`config.mk`:
```
export PLATFORM = sky130hd
export DESIGN_NAME = multiword_signed_add_sub_mod_core
export DESIGN_NICKNAME = d
export VERILOG_FILES = /design/src/rtl/core/mwsas_pkg.sv /design/src/rtl/core/mwsas_alu.sv /design/src/rtl/core/multiword_signed_add_sub_mod_core.sv
export SDC_FILE = /design/constraint.sdc
export NUM_CORES = 1
export LEC_CHECK = 0
export ABC_AREA = 1
export ABC_CLOCK_PERIOD_IN_PS = 18100
export BUFFER_PORTS_ARGS = -buffer_cell sky130_fd_sc_hd__buf_2
export CAP_MARGIN = 15
export CELL_PAD_IN_SITES_DETAIL_PLACEMENT = 0
export CELL_PAD_IN_SITES_GLOBAL_PLACEMENT = 1
export CORE_MARGIN = 3
export CORE_UTILIZATION = 30
export CTS_BUF_LIST = sky130_fd_sc_hd__clkbuf_4
export CTS_CLUSTER_SIZE = 20
export DETAILED_ROUTE_END_ITERATION = 6
export GPL_TIMING_DRIVEN = 0
export PLACE_DENSITY = 0.59
export SLEW_MARGIN = 20
export SYNTH_ARGS = -nofsm -noshare
export SYNTH_HDL_FRONTEND = slang
export SYNTH_HIERARCHICAL = 1
export SYNTH_SLANG_ARGS = --single-unit
```
`constraint.sdc`:
```
create_clock -name clk -period 18.1 [get_ports clk]
set_input_delay 1.81 -clock clk [delete_from_list [all_inputs] [get_ports clk]]
set_output_delay 1.81 -clock clk [all_outputs]
set_load 0.01 [all_outputs]
```
`src/rtl/core/mwsas_pkg.sv`:
```
// shared types and constants of the multiword signed add/sub/mod core
package mwsas_pkg;

	localparam int WORD_BITS = 32;
	localparam int NUM_WORDS = 8;
	localparam int IDX_W     = (NUM_WORDS > 1) ? $clog2(NUM_WORDS) : 1;
	localparam int CNT_W     = $clog2(NUM_WORDS + 1);

	typedef enum logic [1:0] {
		OP_ADD  = 2'd0,
		OP_SUB  = 2'd1,
		OP_MADD = 2'd2,
		OP_MSUB = 2'd3
	} op_t;

	typedef enum logic [1:0] {
		ALU_ADD,
		ALU_SUB,
		ALU_CMP
	} alu_mode_t;

	typedef struct packed {
		logic [WORD_BITS-1:0] sum;
		logic                 carry;
		logic                 zero;
	} alu_res_t;

endpackage

```
`src/rtl/core/mwsas_alu.sv`:
```
// shared word adder/subtractor/comparator used by every pass of the sequencer
module mwsas_alu import mwsas_pkg::*; (
	input  logic [WORD_BITS-1:0] x,
	input  logic [WORD_BITS-1:0] y,
	input  alu_mode_t            mode,
	input  logic                 carry_in,
	output alu_res_t             res
);

	logic [WORD_BITS-1:0] y_eff;
	logic [WORD_BITS:0]   total;

	// subtract and compare use x + ~y + carry
	always_comb begin
		y_eff = (mode == ALU_ADD) ? y : ~y;
		total = {1'b0, x} + {1'b0, y_eff} + {{WORD_BITS{1'b0}}, carry_in};
		res.sum   = total[WORD_BITS-1:0];
		res.carry = total[WORD_BITS];
		res.zero  = (total[WORD_BITS-1:0] == '0);
	end

endmodule

```
`src/rtl/core/multiword_signed_add_sub_mod_core.sv`:
```
// top level of the multiword sign-magnitude add/sub/modular core
//
//  channel   dir  handshake                      payload
//  operand   in   operand_valid / operand_stall  op a_word b_word mod_word
//                                                a_negative b_negative last_word
//  result    out  result_valid / result_stall    result_word result_negative ok last
//
// operand words are taken one at a time; after the last word a dispatch step follows,
// then up to five passes over the stored words through one shared word adder, then
// the result words are handed out.
// reset clears the sequencer, counters and flags; the word stores are not cleared.
// operand_stall is high from the last operand word until the last result word has
// entered the output register; result_stall holds the output register and the
// sequencer in its output step.
module multiword_signed_add_sub_mod_core import mwsas_pkg::*; (
	input  logic                 clk,
	input  logic                 arst_n,
	input  logic                 operand_valid,
	output logic                 operand_stall,
	input  logic [1:0]           op,
	input  logic [WORD_BITS-1:0] a_word,
	input  logic [WORD_BITS-1:0] b_word,
	input  logic [WORD_BITS-1:0] mod_word,
	input  logic                 a_negative,
	input  logic                 b_negative,
	input  logic                 last_word,
	output logic                 result_valid,
	input  logic                 result_stall,
	output logic [WORD_BITS-1:0] result_word,
	output logic                 result_negative,
	output logic                 ok,
	output logic                 last
);

	typedef enum logic [3:0] {
		S_LOAD,
		S_DISPATCH,
		S_ADD_AB,
		S_CMP_AB,
		S_SUB_AB,
		S_SUB_BA,
		S_CMP_AM,
		S_CMP_BM,
		S_CMP_RM,
		S_SUB_RM,
		S_SUB_MR,
		S_OUT
	} state_t;

	state_t               state_q;
	op_t                  op_q;
	logic                 a_neg_q;
	logic                 b_neg_q;
	logic [CNT_W-1:0]     count_q;
	logic [IDX_W-1:0]     idx_q;
	logic                 carry_q;
	logic                 eq_q;
	logic                 gt_q;
	logic                 nz_q;
	logic                 sign_q;
	logic                 ok_q;
	logic                 result_valid_q;
	logic [WORD_BITS-1:0] result_word_q;
	logic                 result_negative_q;
	logic                 ok_out_q;
	logic                 last_q;

	logic [WORD_BITS-1:0] first_store_q   [NUM_WORDS];
	logic [WORD_BITS-1:0] second_store_q  [NUM_WORDS];
	logic [WORD_BITS-1:0] modulus_store_q [NUM_WORDS];
	logic [WORD_BITS-1:0] result_store_q  [NUM_WORDS];

	logic [WORD_BITS-1:0] x_word;
	logic [WORD_BITS-1:0] y_word;
	alu_mode_t            mode;
	logic                 wr_res;
	logic                 carry_in;
	alu_res_t             alu_res;
	logic                 eq_n;
	logic                 gt_n;
	logic                 ge_n;
	logic                 nz_n;
	logic                 is_last;
	logic                 is_plain;
	logic                 store_wr;
	logic                 out_take;
	logic [CNT_W-1:0]     cnt_last;

	// operand routing for the current pass
	always_comb begin
		x_word = first_store_q[idx_q];
		y_word = second_store_q[idx_q];
		mode   = ALU_ADD;
		wr_res = 1'b0;
		case (state_q)
			S_ADD_AB: begin
				wr_res = 1'b1;
			end
			S_CMP_AB: begin
				mode = ALU_CMP;
			end
			S_SUB_AB: begin
				mode   = ALU_SUB;
				wr_res = 1'b1;
			end
			S_SUB_BA: begin
				x_word = second_store_q[idx_q];
				y_word = first_store_q[idx_q];
				mode   = ALU_SUB;
				wr_res = 1'b1;
			end
			S_CMP_AM: begin
				y_word = modulus_store_q[idx_q];
				mode   = ALU_CMP;
			end
			S_CMP_BM: begin
				x_word = second_store_q[idx_q];
				y_word = modulus_store_q[idx_q];
				mode   = ALU_CMP;
			end
			S_CMP_RM: begin
				x_word = result_store_q[idx_q];
				y_word = modulus_store_q[idx_q];
				mode   = ALU_CMP;
			end
			S_SUB_RM: begin
				x_word = result_store_q[idx_q];
				y_word = modulus_store_q[idx_q];
				mode   = ALU_SUB;
				wr_res = 1'b1;
			end
			S_SUB_MR: begin
				x_word = modulus_store_q[idx_q];
				y_word = result_store_q[idx_q];
				mode   = ALU_SUB;
				wr_res = 1'b1;
			end
			default: ;
		endcase
	end

	// carry chain restarts at word zero; compare looks at each word alone
	always_comb begin
		if (mode == ALU_CMP) begin
			carry_in = 1'b1;
		end else if (idx_q == '0) begin
			carry_in = (mode == ALU_SUB);
		end else begin
			carry_in = carry_q;
		end
	end

	mwsas_alu u_alu (
		.x        (x_word),
		.y        (y_word),
		.mode     (mode),
		.carry_in (carry_in),
		.res      (alu_res)
	);

	// running compare and zero flags, the highest differing word wins
	assign eq_n     = eq_q & alu_res.zero;
	assign gt_n     = alu_res.zero ? gt_q : alu_res.carry;
	assign ge_n     = eq_n | gt_n;
	assign nz_n     = nz_q | ~alu_res.zero;
	assign cnt_last = count_q - CNT_W'(1);
	assign is_last  = (CNT_W'(idx_q) == cnt_last);
	assign is_plain = (op_q == OP_ADD) || (op_q == OP_SUB);
	assign store_wr = (state_q == S_LOAD) && operand_valid && (count_q < CNT_W'(NUM_WORDS));
	assign out_take = (state_q == S_OUT) && (!result_valid_q || !result_stall);

	// word stores
	always_ff @(posedge clk) begin
		if (store_wr) begin
			first_store_q[count_q[IDX_W-1:0]]   <= a_word;
			second_store_q[count_q[IDX_W-1:0]]  <= b_word;
			modulus_store_q[count_q[IDX_W-1:0]] <= mod_word;
		end
		if (wr_res) begin
			result_store_q[idx_q] <= alu_res.sum;
		end
	end

	// sequencer and output register
	always_ff @(posedge clk or negedge arst_n) begin
		if (!arst_n) begin
			state_q           <= S_LOAD;
			op_q              <= OP_ADD;
			a_neg_q           <= 1'b0;
			b_neg_q           <= 1'b0;
			count_q           <= '0;
			idx_q             <= '0;
			carry_q           <= 1'b0;
			eq_q              <= 1'b1;
			gt_q              <= 1'b0;
			nz_q              <= 1'b0;
			sign_q            <= 1'b0;
			ok_q              <= 1'b0;
			result_valid_q    <= 1'b0;
			result_word_q     <= '0;
			result_negative_q <= 1'b0;
			ok_out_q          <= 1'b0;
			last_q            <= 1'b0;
		end else begin
			// output register valid: loaded by the output step, cleared once taken
			if (out_take) begin
				result_valid_q <= 1'b1;
			end else if (!result_stall) begin
				result_valid_q <= 1'b0;
			end
			case (state_q)
				// take operand words, op and signs come with the first one
				S_LOAD: begin
					if (operand_valid) begin
						if (count_q == '0) begin
							op_q    <= op_t'(op);
							a_neg_q <= a_negative;
							b_neg_q <= b_negative;
						end
						if (count_q < CNT_W'(NUM_WORDS)) begin
							count_q <= count_q + CNT_W'(1);
						end
						if (last_word) begin
							state_q <= S_DISPATCH;
						end
					end
				end
				// pick the first pass from op and signs, or go straight to output for a negative modular operand
				S_DISPATCH: begin
					idx_q <= '0;
					eq_q  <= 1'b1;
					gt_q  <= 1'b0;
					nz_q  <= 1'b0;
					if (is_plain) begin
						ok_q <= 1'b1;
						if (a_neg_q == (b_neg_q ^ (op_q == OP_SUB))) begin
							sign_q  <= a_neg_q;
							state_q <= S_ADD_AB;
						end else begin
							state_q <= S_CMP_AB;
						end
					end else if (a_neg_q || b_neg_q) begin
						ok_q    <= 1'b0;
						sign_q  <= 1'b0;
						state_q <= S_OUT;
					end else begin
						ok_q    <= 1'b1;
						state_q <= S_CMP_AM;
					end
				end
				// hand out result words, least significant first
				S_OUT: begin
					if (out_take) begin
						result_word_q     <= ok_q ? result_store_q[idx_q] : '0;
						result_negative_q <= sign_q;
						ok_out_q          <= ok_q;
						last_q            <= is_last;
						if (is_last) begin
							idx_q   <= '0;
							count_q <= '0;
							state_q <= S_LOAD;
						end else begin
							idx_q <= idx_q + IDX_W'(1);
						end
					end
				end
				// one word per cycle through the shared unit
				default: begin
					carry_q <= alu_res.carry;
					if (is_last) begin
						idx_q <= '0;
						eq_q  <= 1'b1;
						gt_q  <= 1'b0;
						nz_q  <= 1'b0;
						case (state_q)
							S_ADD_AB: begin
								state_q <= is_plain ? S_OUT : S_CMP_RM;
							end
							S_CMP_AB: begin
								if (gt_n) begin
									sign_q  <= a_neg_q;
									state_q <= S_SUB_AB;
								end else begin
									state_q <= S_SUB_BA;
								end
							end
							S_SUB_BA: begin
								// a zero difference is positive
								if (!nz_n) begin
									sign_q  <= 1'b0;
									state_q <= S_OUT;
								end else if (is_plain) begin
									sign_q  <= ~a_neg_q;
									state_q <= S_OUT;
								end else begin
									sign_q  <= 1'b0;
									state_q <= S_SUB_MR;
								end
							end
							S_CMP_AM: begin
								if (ge_n) begin
									ok_q    <= 1'b0;
									sign_q  <= 1'b0;
									state_q <= S_OUT;
								end else begin
									state_q <= S_CMP_BM;
								end
							end
							S_CMP_BM: begin
								if (ge_n) begin
									ok_q    <= 1'b0;
									sign_q  <= 1'b0;
									state_q <= S_OUT;
								end else if (op_q == OP_MADD) begin
									sign_q  <= 1'b0;
									state_q <= S_ADD_AB;
								end else begin
									state_q <= S_CMP_AB;
								end
							end
							S_CMP_RM: begin
								state_q <= ge_n ? S_SUB_RM : S_OUT;
							end
							S_SUB_AB, S_SUB_RM, S_SUB_MR: begin
								state_q <= S_OUT;
							end
							default: begin
								state_q <= S_LOAD;
							end
						endcase
					end else begin
						idx_q <= idx_q + IDX_W'(1);
						eq_q  <= eq_n;
						gt_q  <= gt_n;
						nz_q  <= nz_n;
					end
				end
			endcase
		end
	end

	assign operand_stall   = (state_q != S_LOAD);
	assign result_valid    = result_valid_q;
	assign result_word     = result_word_q;
	assign result_negative = result_negative_q;
	assign ok              = ok_out_q;
	assign last            = last_q;

endmodule

```
# Word-level counts from Yosys, hierarchy flattened
# Memory sizes are Yosys's and may differ from the RTL's.
# Cells that the tools add are included.
dict set report word_totals {
  reg_bits 57
  ram_bits 1024
  inputBits 105
  out_inout_bits 37
  wordCells 164
  mem_count 4
}
# memory words word_bits read_ports rd_clocked_by_memory_dff write_ports line
set mem_list {}
lappend mem_list {first_store_q 8 32 1 0 1 multiword_signed_add_sub_mod_core.sv:68} ;# logic [WORD_BITS-1:0] first_store_q [NUM_WORDS];
lappend mem_list {modulus_store_q 8 32 1 0 1 multiword_signed_add_sub_mod_core.sv:70} ;# logic [WORD_BITS-1:0] modulus_store_q [NUM_WORDS];
lappend mem_list {result_store_q 8 32 1 0 1 multiword_signed_add_sub_mod_core.sv:71} ;# logic [WORD_BITS-1:0] result_store_q [NUM_WORDS];
lappend mem_list {second_store_q 8 32 1 0 1 multiword_signed_add_sub_mod_core.sv:69} ;# logic [WORD_BITS-1:0] second_store_q [NUM_WORDS];
dict set report classes {
  add_sub_neg 5
  n_lt_le_gt_ge 1
  n_eq_ne 28
  n_mux 62
  bitwise 9
  reduce_logical 38
}
# operator count
set op_table {}
lappend op_table {{$pmux 32 s3} 2}
lappend op_table {{$mux 32} 2}
lappend op_table {{$mux 4} 11}
lappend op_table {{$add 32x32->33} 1}
lappend op_table {{$add 33x1->33} 1}
lappend op_table {{$logic_not 32->1} 1}
lappend op_table {{$mux 1} 32}
lappend op_table {{$not 32->32} 1}
lappend op_table {{$pmux 4 s7} 1}
lappend op_table {{$eq 4x3->1 const B} 4}
lappend op_table {{$eq 4x4->1 const B} 4}
lappend op_table {{$ne 3x3->1 const B} 4}
lappend op_table {{$pmux 4 s3} 1}
lappend op_table {{$reduce_or 4->1} 3}
lappend op_table {{$pmux 1 s2} 5}
lappend op_table {{$reduce_and 5->1} 2}
lappend op_table {{$pmux 3 s3} 1}
lappend op_table {{$eq 4x2->1 const B} 2}
lappend op_table {{$logic_not 4->1} 2}
lappend op_table {{$ne 2x2->1 const B} 4}
lappend op_table {{$pmux 4 s2} 1}
lappend op_table {{$reduce_and 8->1} 1}
lappend op_table {{$reduce_bool 2->1} 4}
lappend op_table {{$reduce_or 2->1} 4}
lappend op_table {{other kinds (32)} 49}

# Logic depth before layout (Yosys ltp)
dict set report logic_depth {
  ltp_word 14
  mapped_depth 41
  mapped_depth_nobuf 38
}

# By module
# The synthesis kept the hierarchy.
# module instances cells_each area_each_um2 seq_area_each_um2
set modules_own_cells {}
lappend modules_own_cells {multiword_signed_add_sub_mod_core 1 3850 44146.1 32177.1}
lappend modules_own_cells {mwsas_alu 1 588 2961.6 0.0}

# Least setup slack after synthesis
# No wires, ideal clock.
dict set report synth_timing {
  path_kind {input to register}
  startpoint {in operand_valid}
  endpoint {mem first_store_q[2][0], enable pin}
  arrival_time_ns 8.658
  t_required_ns 17.431
  setup_slack_ns 8.773
  cell_stages 4
  path_buffers 0
  path_cell_list {nand2_1 -> nor2_1 -> nand2_1 -> nor3_1}
}
dict set report synth_between {
  elab_chain_len 4
}
# element line
set synth_lines {}
lappend synth_lines {{from (decl)} multiword_signed_add_sub_mod_core.sv:18} ;# input logic operand_valid,
lappend synth_lines {{$logic_and 1x1->1 (2 in series)} multiword_signed_add_sub_mod_core.sv:169} ;# assign store_wr = (state_q == S_LOAD) && operand_valid && (count_q < CNT_W'(NUM_WORDS));
lappend synth_lines {{$mux 1} multiword_signed_add_sub_mod_core.sv:174} ;# if (store_wr) begin
lappend synth_lines {{$mux 1 (implied by the code)} multiword_signed_add_sub_mod_core.sv:175} ;# first_store_q[count_q[IDX_W-1:0]] <= a_word;
lappend synth_lines {{to (decl)} multiword_signed_add_sub_mod_core.sv:68}
# Every way passes these cells.

==> metrics.txt <==
run status=completed; antenna violations before repair=52; cell with the largest stage delay on the worst path=sky130_fd_sc_hd__xnor2_1; final non-filler cell total=about 7300; number of hold buffers added after CTS=0; Clk Tree Root Cell=sky130_fd_sc_hd__clkbuf_4; H-tree depth reported by CTS=5; TritonCTS clock tree=built; main area contributors after synthesis=sky130_fd_sc_hd__edfxtp_1 (65%), sky130_fd_sc_hd__nand2_1 (15%), sky130_fd_sc_hd__a21oi_1 (3.5%), sky130_fd_sc_hd__dfrtp_1 (3.0%), sky130_fd_sc_hd__nand4_1 (2.1%); category of the critical setup timing path=reg -> reg; count of pins over their slew limit=0; register bit count reported by yosys=1081; routed via count divided by cell count=4.830; maximum clock path buffer count=4; total area of multi-input combinational cells=approximately 13000 um2; Max stage delay on crit path=about 0.88 ns; final clock period utilization by the worst path=between 30% and 40%; fin crit period=approximately 7.1 ns; number of setup buffers added after CTS=0; GRT Total Usage=roughly a fifth; maximum number of pins on one net before global-route repair=a little over 40; top-level port count=between 100 and 150; WP buf/inv=7; remaining routing DRC violations=0; final cell utilization of the core=between 30% and 40%; net total in the final layout=just over 5000; Congestion Overflow GR=0; worst endpoint required time=roughly 19 ns; height of the die=about 400 um; Max FO, Critical Path=10; type of origin of the critical path=flip-flop; vias=approximately 35000; Port-buffer cells=about 140; CP delay by family, top=simple AND/OR/NAND/NOR gates; sequential fraction of the synthesis area=around two thirds; maxcap violations=0; most used standard cells in the synthesized netlist=sky130_fd_sc_hd__nand2_1 (1872), sky130_fd_sc_hd__edfxtp_1 (1024), sky130_fd_sc_hd__a21oi_1 (333); Post-Synthesis Mean Instance Area=between 10 and 15 um2; storage element area=roughly 32000 um2; WL/cell=roughly 24 um; Area growth syn-to-layout=17.94%; crit path DAT=about 8.2 ns; number of sinks handled by clock tree synthesis=about 1100; gpl congestion=between 0.9 and 1; clock slew at reported path FFs=approximately 0.06 ns; sort of element at the end of the critical path=flip-flop; DR iter-0 viols=3075; core region area=about 150000 um2; maximum clock skew at final layout=between 0.15 and 0.2 ns; number of enable-type register cells in the synthesized netlist=approximately 1000; highest clock rate=approximately 140 MHz; first-pass GRT wire length=approximately 250000 um; share of the synthesized area in the top cell type=around 65%; die area=roughly 160000 um2; final antenna-violating net count=0; DP Wirelength=about 130000 um; number of detailed-routing iterations run before antenna repair=5; Reg2Reg Setup Slack=around 11 ns; Synth Instances=4438; Relative slew margins=between 20% and 30%; final setup violation count=0; Routed WL=around 170000 um; Clk Latency, worst-skew pair=roughly 1.3 ns; number of global-route vias before repair=approximately 34000; Worst Max-Slew Pin Slew=approximately 1.1 ns; chip width=just over 400 um; synth unique cells=45; Fill cells=15670; ratio of cells with drive above 1 in the final layout=18.72%; Placed Cells=between 6000 and 7000; placement row count=144; synthesized net count=4580; class of the most critical hold timing path=in -> async; initial core utilization=between 30 and 40%; async set or reset register ratio after synthesis=5.273%; synthesis warning total=6; total clock buffers created by CTS=between 300 and 400; library cell with the largest summed area after synthesis=sky130_fd_sc_hd__edfxtp_1; setup TNS after final layout=0 ns; most used flip-flop cell after synthesis=sky130_fd_sc_hd__edfxtp_1; setup repair after global routing missed its margin=false; leading cell type by number of instances after synthesis=sky130_fd_sc_hd__nand2_1; most prevalent standard cell on the critical path=sky130_fd_sc_hd__nand2_1; summed instance area of the synthesized netlist=47110 um2; final-report hold violation count=0; quantity of gates resized following cts=0
## placed cells by master, fill, tap and decap left out, types with 8 or more instances in the layout
master	Yosys	final
sky130_fd_sc_hd__buf_2	120	288
sky130_fd_sc_hd__buf_16	0	11
sky130_fd_sc_hd__buf_6	4	17
sky130_fd_sc_hd__nand3_1	112	112
sky130_fd_sc_hd__buf_4	11	83
sky130_fd_sc_hd__inv_1	186	186
sky130_fd_sc_hd__clkinv_2	0	10
sky130_fd_sc_hd__nand2_1	1872	1872
sky130_fd_sc_hd__buf_1	15	14
sky130_fd_sc_hd__xnor2_1	35	35
sky130_fd_sc_hd__a21oi_1	333	333
sky130_fd_sc_hd__inv_2	8	12
sky130_fd_sc_hd__or2_2	35	35
sky130_fd_sc_hd__dfrtp_1	56	56
sky130_fd_sc_hd__nor2_4	3	9
sky130_fd_sc_hd__clkbuf_1	65	62
sky130_fd_sc_hd__edfxtp_1	1024	1024
sky130_fd_sc_hd__a22oi_1	14	14
sky130_fd_sc_hd__diode_2	0	28
sky130_fd_sc_hd__o21ai_0	118	118
sky130_fd_sc_hd__nor3_1	21	16
sky130_fd_sc_hd__nand3b_1	21	21
sky130_fd_sc_hd__buf_12	0	9
sky130_fd_sc_hd__nor2_2	7	8
sky130_fd_sc_hd__clkinv_1	0	44
sky130_fd_sc_hd__nand2_2	11	11
sky130_fd_sc_hd__nand4_1	160	160
sky130_fd_sc_hd__ha_1	35	35
sky130_fd_sc_hd__clkbuf_4	0	454
sky130_fd_sc_hd__nor2_1	125	118
## state kept, by name, summed over array words and instances (netlist names), 3 cells and up
| signal | cells |
|---|---|
| result_store_q | 256 |
| result_word | 32 |
| state_q | 4 |
| first_store_q | 256 |
| second_store_q | 256 |
| idx_q | 3 |
| count_q | 4 |
| modulus_store_q | 256 |
## layout make-up
type                    count  area share, %
diodes                     28         0.1261
plain buffers             215          1.860
clock buffers             454          6.135
clock inverters            61         0.5383
inverters                 196          1.333
multi-input cells        2946          23.88
flip-flops and latches   1081          57.92
well taps                2044          4.603
repair buffers            272          3.610
## kinds of logic (layout without fill, tap and decap cells)
group | after synthesis | in the layout | share of synthesized area (%)
simple gates | 2386 | 2386 | 20.91
flops | 1081 | 1081 | 68.31
compound gates | 485 | 485 | 5.301
buf+inv | 411 | 1198 | 3.756
fa+ha+maj | 37 | 37 | 1.015
xor+xnor | 37 | 37 | 0.6879
mux | 1 | 1 | 0.02390
other cells | 0 | 28 | 0
## final timing paths
kind / from / end / cells past startpoint
min reg2reg: result_negative$_DFFE_PN0P_ / result_negative$_DFFE_PN0P_ / 2
max in group asynchronous: arst_n / eq_q$_DFFE_PN1N_ / 2
min in group clk: result_negative$_DFFE_PN0P_ / result_negative$_DFFE_PN0P_ / 2
max reg2reg: idx_q[1]$_DFFE_PN0P_ / sign_q$_DFFE_PN0P_ / 34
max: idx_q[1]$_DFFE_PN0P_ / sign_q$_DFFE_PN0P_ / 34
min: arst_n / count_q[1]$_DFFE_PN0P_ / 1
## per-stage QoR
step	hold slack, ns	instance area (um2)	worst slack [ns]
final	0.4721	55560	10.97
after global routing	0.3723	55520	10.53
after CTS	0.3513	55480	11.03
after detailed placement	0.4613	51780	11.07
after global placement	0.4587	50370	0.8317
after floorplan	0.4420	47110	8.773
## per-layer routing
| metal | up-vias | share of wire [%] | wire length, um | global-route usage (%) |
|---|---|---|---|---|
| li1 | 16550 | - | - | - |
| met1 | 17110 | 42 | 74090 | 27.85 |
| met2 | 1272 | 47 | 81460 | 34.21 |
| met3 | 297 | 7.8 | 13610 | 5.370 |
| met4 | 16 | 3.0 | 5301 | 7.441 |
| met5 | - | 0.069 | 121 | 0 |
Power is left out: the tool's default activity adds up to more than one toggle a clock period on the data nets, which glitch-free logic cannot reach.
